`src/design/fbam_pkg.sv`:
```
// ----------------------------------------------------------------------------
// fbam_pkg
// Shared widths, codes and types of the free bit allocation map.
// ----------------------------------------------------------------------------
package fbam_pkg;

    localparam int MAP_BITS_DEF = 4096;
    localparam int WORD_BITS    = 64;
    localparam int OFS_W        = 6;
    localparam int CNT_W        = 17;
    localparam int COUNT_W      = 13;
    localparam int IDX_W        = 16;
    localparam int FREE_W       = 12;
    localparam int OP_W         = 2;
    localparam int VAL_W        = 2;
    localparam int ST_W         = 2;
    localparam int CFG_IDX_W    = 1;

    localparam logic [COUNT_W-1:0] COUNT_RESET = COUNT_W'(4096);

    localparam logic [OP_W-1:0] OP_QUERY = 2'd0;
    localparam logic [OP_W-1:0] OP_SET   = 2'd1;
    localparam logic [OP_W-1:0] OP_FIND  = 2'd2;

    localparam logic [ST_W-1:0] ST_OK   = 2'd0;
    localparam logic [ST_W-1:0] ST_ERR  = 2'd1;
    localparam logic [ST_W-1:0] ST_FULL = 2'd2;

    localparam logic [CFG_IDX_W-1:0] CFG_BLOCK_COUNT = 1'b0;
    localparam logic [CFG_IDX_W-1:0] CFG_INODE_COUNT = 1'b1;

    typedef enum logic [2:0] {
        S_CLEAR,
        S_IDLE,
        S_ACCESS,
        S_SCAN,
        S_RESP
    } t_state;

endpackage

```
`src/design/fbam_word_scan.sv`:
```
// ----------------------------------------------------------------------------
// fbam_word_scan
// Lowest free bit of one map word, limited to the entries still in range.
// ----------------------------------------------------------------------------
module fbam_word_scan import fbam_pkg::*; (
    input  logic [WORD_BITS-1:0] i_word,
    input  logic [CNT_W-1:0]     i_remain,
    output logic                 o_hit,
    output logic [OFS_W-1:0]     o_ofs
);

    logic [WORD_BITS-1:0] mask;
    logic [WORD_BITS-1:0] free_bits;

    always_comb begin
        if (i_remain >= CNT_W'(WORD_BITS)) begin
            mask = '1;
        end else begin
            mask = (WORD_BITS'(1) << i_remain[OFS_W-1:0]) - WORD_BITS'(1);
        end
        free_bits = ~i_word & mask;
        o_hit = |free_bits;
        o_ofs = '0;
        for (int b = WORD_BITS - 1; b >= 0; b--) begin
            if (free_bits[b]) begin
                o_ofs = OFS_W'(b);
            end
        end
    end

endmodule

```
`config.mk`:
```
export PLATFORM = sky130hd
export DESIGN_NAME = fbam_word_scan
export DESIGN_NICKNAME = d
export VERILOG_FILES = /design/src/design/fbam_pkg.sv /design/src/design/fbam_word_scan.sv
export SDC_FILE = /design/constraint.sdc
export NUM_CORES = 1
export LEC_CHECK = 0
export BUFFER_PORTS_ARGS = -buffer_cell sky130_fd_sc_hd__clkbuf_2
export CAP_MARGIN = 20
export CORE_MARGIN = 3
export CORE_UTILIZATION = 41
export DETAILED_ROUTE_END_ITERATION = 16
export GPL_TIMING_DRIVEN = 0
export PLACE_DENSITY = 0.66
export SLEW_MARGIN = 30
export SYNTH_ARGS = -nofsm -noshare
export SYNTH_HDL_FRONTEND = slang
export SYNTH_SLANG_ARGS = --single-unit
```
`constraint.sdc`:
```
create_clock -name vclk -period 7
set_input_delay 0.35 -clock vclk [all_inputs]
set_output_delay 0.35 -clock vclk [all_outputs]
set_load 0.05 [all_outputs]
```
* Yosys cells after proc, flatten, opt, wreduce, memory -nomap -nowiden
Cells that the tools add are included.
Cells by class: shift operators 1, order comparisons 1, reductions and logical operators 1, add/sub/neg operators 1, muxes and demuxes 65, bitwise operators 2
Operators with widths (count):
- $mux W6 | 64
- $and A64 B64 Y64 | 1
- $mux W64 | 1
- $not A64 Y64 | 1
- $reduce_or A64 Y1 | 1
- $shl A1 B6 Y64 const A | 1
- $sub A64 B2 Y64 const B | 1
- $ge A17 B7 Y1 const B | 1
Storage, ports and cells: flip-flop bits (word level) 0

* Depth between registers and ports, before layout
word-level depth 68, gate-level depth with buffers 17, mapped depth without buffers 13

* Least setup slack after synthesis
No wires, ideal clock.
kind input-to-output, start point input i_remain[3], end point output o_ofs[0], cell stages on the path 15, required time 6.650 ns, path buffers 4, data arrival time 4.746 ns, path slack 1.904 ns, path through clkbuf_1 > clkbuf_1 > clkbuf_1 > nor2_1 > nand2_1 > ha_1 > clkbuf_1 > o21ai_1 > or4_1 > and3_1 > a211oi_2 > nor3_1 > or4b_1 > a211o_1 > a2111oi_2
Between the ends: word-level cells in the longest chain between the ends 68, elaborated cells between the ends (all ways) 69
RTL lines:
- start, declared | RTL line fbam_word_scan.sv:7 | input logic [CNT_W-1:0] i_remain,
- $shl A1 B6 Y64 | RTL line fbam_word_scan.sv:19 | mask = (WORD_BITS'(1) << i_remain[OFS_W-1:0]) - WORD_BITS'(1);
- $sub A64 B2 Y64 | RTL line fbam_word_scan.sv:19
- $mux W64 * | RTL line fbam_word_scan.sv:16 | if (i_remain >= CNT_W'(WORD_BITS)) begin
- $and A64 B64 Y64 * | RTL line fbam_word_scan.sv:21 | free_bits = ~i_word & mask;
- $mux W6 (63 in a row) | RTL line fbam_word_scan.sv:25 | if (free_bits[b]) begin
- $mux W6 * | RTL line fbam_word_scan.sv:25
- end, declared | RTL line fbam_word_scan.sv:9 | output logic [OFS_W-1:0] o_ofs
Every way passes the cells marked *; elsewhere a longest branch is shown, timed or not.

* Worst setup path after layout
start point input i_remain[3], end point output o_ofs[2]
The elaborated chain is that of the path after synthesis.

==> results.json <==
{
  "setup.worst_path.start": "i_remain[3]",
  "worst_pin_slew_ps": 915.3,
  "crit_chain": "clkbuf_2, clkbuf_1, clkbuf_1, clkbuf_1, nor2_1, nand2_1, ha_1, clkbuf_1, clkbuf_1, o21ai_0, a221oi_1, mux2i_1, a21oi_1, or4_1, a211o_1, a211o_1, nand2_1, clkbuf_2",
  "fin_util": 0.5176,
  "critical_path_arrival_ps": 5650,
  "outcome": "complete, no violations",
  "grt_util_met1": 0.4704,
  "comb_power_share": 1.000,
  "overflow": 0,
  "cp_top_family": "buffers and inverters",
  "antenna_cells": 0,
  "wire_per_inst_um": 21.95,
  "hold_path.class": "input port to primary output",
  "finalSetupTns_ps": 0,
  "syn_area_mm2": 0.002801,
  "grt_max_degree": 11,
  "fin_crit_sh": 0.8571,
  "yosys.area_share.simple": 0.4122,
  "ys_seq_area_frac": 0,
  "initial_core_util": 0.4313,
  "synth_compound_area_frac": 0.4654,
  "core_area_mm2": 0.006495,
  "path_buf_inv": 7,
  "grt_pass1_vias": 4084,
  "muxShareOfSynthArea": 0.01831,
  "use_met2": 0.5661,
  "final_cells": 639,
  "finalSetupViolCount": 0,
  "p_seq_frac": 0,
  "area_delta_synth_final_pct": 20.01,
  "drive_above_1_share": 0.2011,
  "grt.busiest_layer": "met2",
  "irDropWorstVdd_v": 0.00003135,
  "final-max-slew-violation-count": 0,
  "final_hold_viol_count": 0,
  "min_period_ps": 6000,
  "drcViolationCount": 0,
  "design.seq.count": 0,
  "synth_top_family_by_area": "compound AO/OA/AOI/OAI gates",
  "clock_buffers": 0,
  "slew_headroom": 0.3861,
  "crit_top_cell": "clkbuf_1",
  "antenna_found_initial": 0,
  "fill_cells": 742,
  "row_count": 29,
  "met3_usage": 0.03911,
  "hold_depth": 5,
  "grt_pass1_wl_um": 21420,
  "drtIter0Drc": 584,
  "drv_cap": 0,
  "swShare": 0.6413,
  "gr-usage-all-layers": 0.3501,
  "crit_path_end_kind": "primary output",
  "post-place-ws_ps": 1150,
  "dpl_cell_area_mm2": 0.003349,
  "final_common_cell": "clkbuf_2",
  "ys_warn_count": 0,
  "pwr_density_cell_mw_per_mm2": 49.21,
  "die-height_um": 88.66,
  "post_cts_buffers": 0,
  "cp.depth": 18,
  "p_leak_nw": 1.255,
  "io_buffers": 87,
  "dp_hpwl_um": 11280,
  "die_x_um": 88.66,
  "rsz0062_at_grt": "false",
  "gp_congestion": 1.066,
  "p_sw_mw": 0.1061,
  "max_freq_mhz": 166.7,
  "yosys.area_share.adder": 0.004466,
  "cpMaxStageDelayCell": "or4_1",
  "syn-num-nets": 557,
  "synthXorXnorAreaFrac": 0.02501,
  "design_area_mm2": 0.003362,
  "p_int_mw": 0.05935,
  "crit_path_start_kind": "input port",
  "syn_inst": 475,
  "path_max_fanout": 10,
  "cp_slowest_stage_delay_ps": 540,
  "cp-endpoint": "o_ofs[2]",
  "postCtsHoldBufs": 0,
  "num_vias": 4475,
  "placedCellCount": 639,
  "ios": 88,
  "avgSynthCellArea_um2": 5.898,
  "seq_area_um2": 0,
  "avgViaCountPerCell": 7.003,
  "ant_nets": 0,
  "dieArea_mm2": 0.007861,
  "nNetsFinal": 646,
  "cp.required_ps": 6650,
  "postCtsResizedCells": 0,
  "p_clk_frac": 0,
  "finalWorstSetupSlack_ps": 1000,
  "criticalPathCategory": "input port to primary output",
  "ys_types": 73,
  "dr.pass1.iters": 6,
  "final_cell_mix": "clkbuf_2, a21oi_1, nor2_1",
  "wl_um": 14030
}
cell type report:
type                            count  area (um^2)  area share
Buffer                             40        156.4     0.04652
Inverter                           14        52.55     0.01563
Multi-Input combinational cell    421         2621      0.7797
Tap cell                           77        96.34     0.02866
Timing Repair Buffer               87        435.4      0.1295
through the flow:
| stage | hold WS, ps | power, mW |
|---|---|---|
| 6_report | 1368 | 0.1654 |
| 5_1_grt | 1373 | 0.1772 |
| 4_1_cts | 1344 | 0.1586 |
| 3_5_place_dp | 1334 | 0.1578 |
| 3_3_place_gp | 1299 | 0.1565 |
| 2_1_floorplan | 1010 | 0.09655 |
cell usage after synthesis, types with 6 or more instances:
library cell  instances  area share
nand2_1              40       0.054
a21oi_1              56        0.10
o31ai_1               7       0.019
a211oi_1              8       0.021
or4_1                 9       0.024
a21o_1                7       0.019
or3_1                13       0.029
a31oi_1              16       0.036
nor2_1               44       0.059
xnor2_1               6       0.019
nor3_1               18       0.032
nor3b_1               7       0.019
and2_1                6       0.013
o211ai_1             11       0.029
inv_1                13       0.017
nand2b_1              8       0.018
clkbuf_1             30       0.040
o21ai_0              25       0.045
nor4_1               13       0.029
nand3_1              12       0.021
nor2b_1               9       0.020
kinds of logic (layout without fill, tap and decap cells):
kind of cell | after synthesis | in the layout
and+or+nand+nor | 212 | 212
adders and majority gates | 1 | 1
xor gates and xnor gates | 8 | 8
muxes | 5 | 5
buffers and inverters | 54 | 141
AOI/OAI and AO/OA | 195 | 195
how the worst min path moves through the flow:
| stage | from | to |
|---|---|---|
| 6_report | i_word[1] | o_ofs[0] |
| 5_1_grt | i_word[1] | o_ofs[0] |
| 4_1_cts | i_word[1] | o_ofs[0] |
| 3_5_place_dp | i_word[1] | o_ofs[0] |
| 3_3_place_gp | i_word[1] | o_ofs[0] |
| 2_1_floorplan | i_word[1] | o_ofs[0] |
per-layer routing:
layer,routed length (um),vias up,part of all wire
met1,5769,2018,0.41
met5,0,-,0
met2,6109,380,0.44
met4,656,0,0.047
met3,1490,61,0.11
li1,-,2016,-
power groups by stage:
stage / Combinational, mW / Clock [mW] / Sequential [mW]
2_1_floorplan: 0.0966 / 0 / 0
3_3_place_gp: 0.156 / 0 / 0
3_5_place_dp: 0.158 / 0 / 0
4_1_cts: 0.159 / 0 / 0
5_1_grt: 0.177 / 0 / 0
6_report: 0.165 / 0 / 0
No activity file was read; power rests on OpenSTA's default activity.
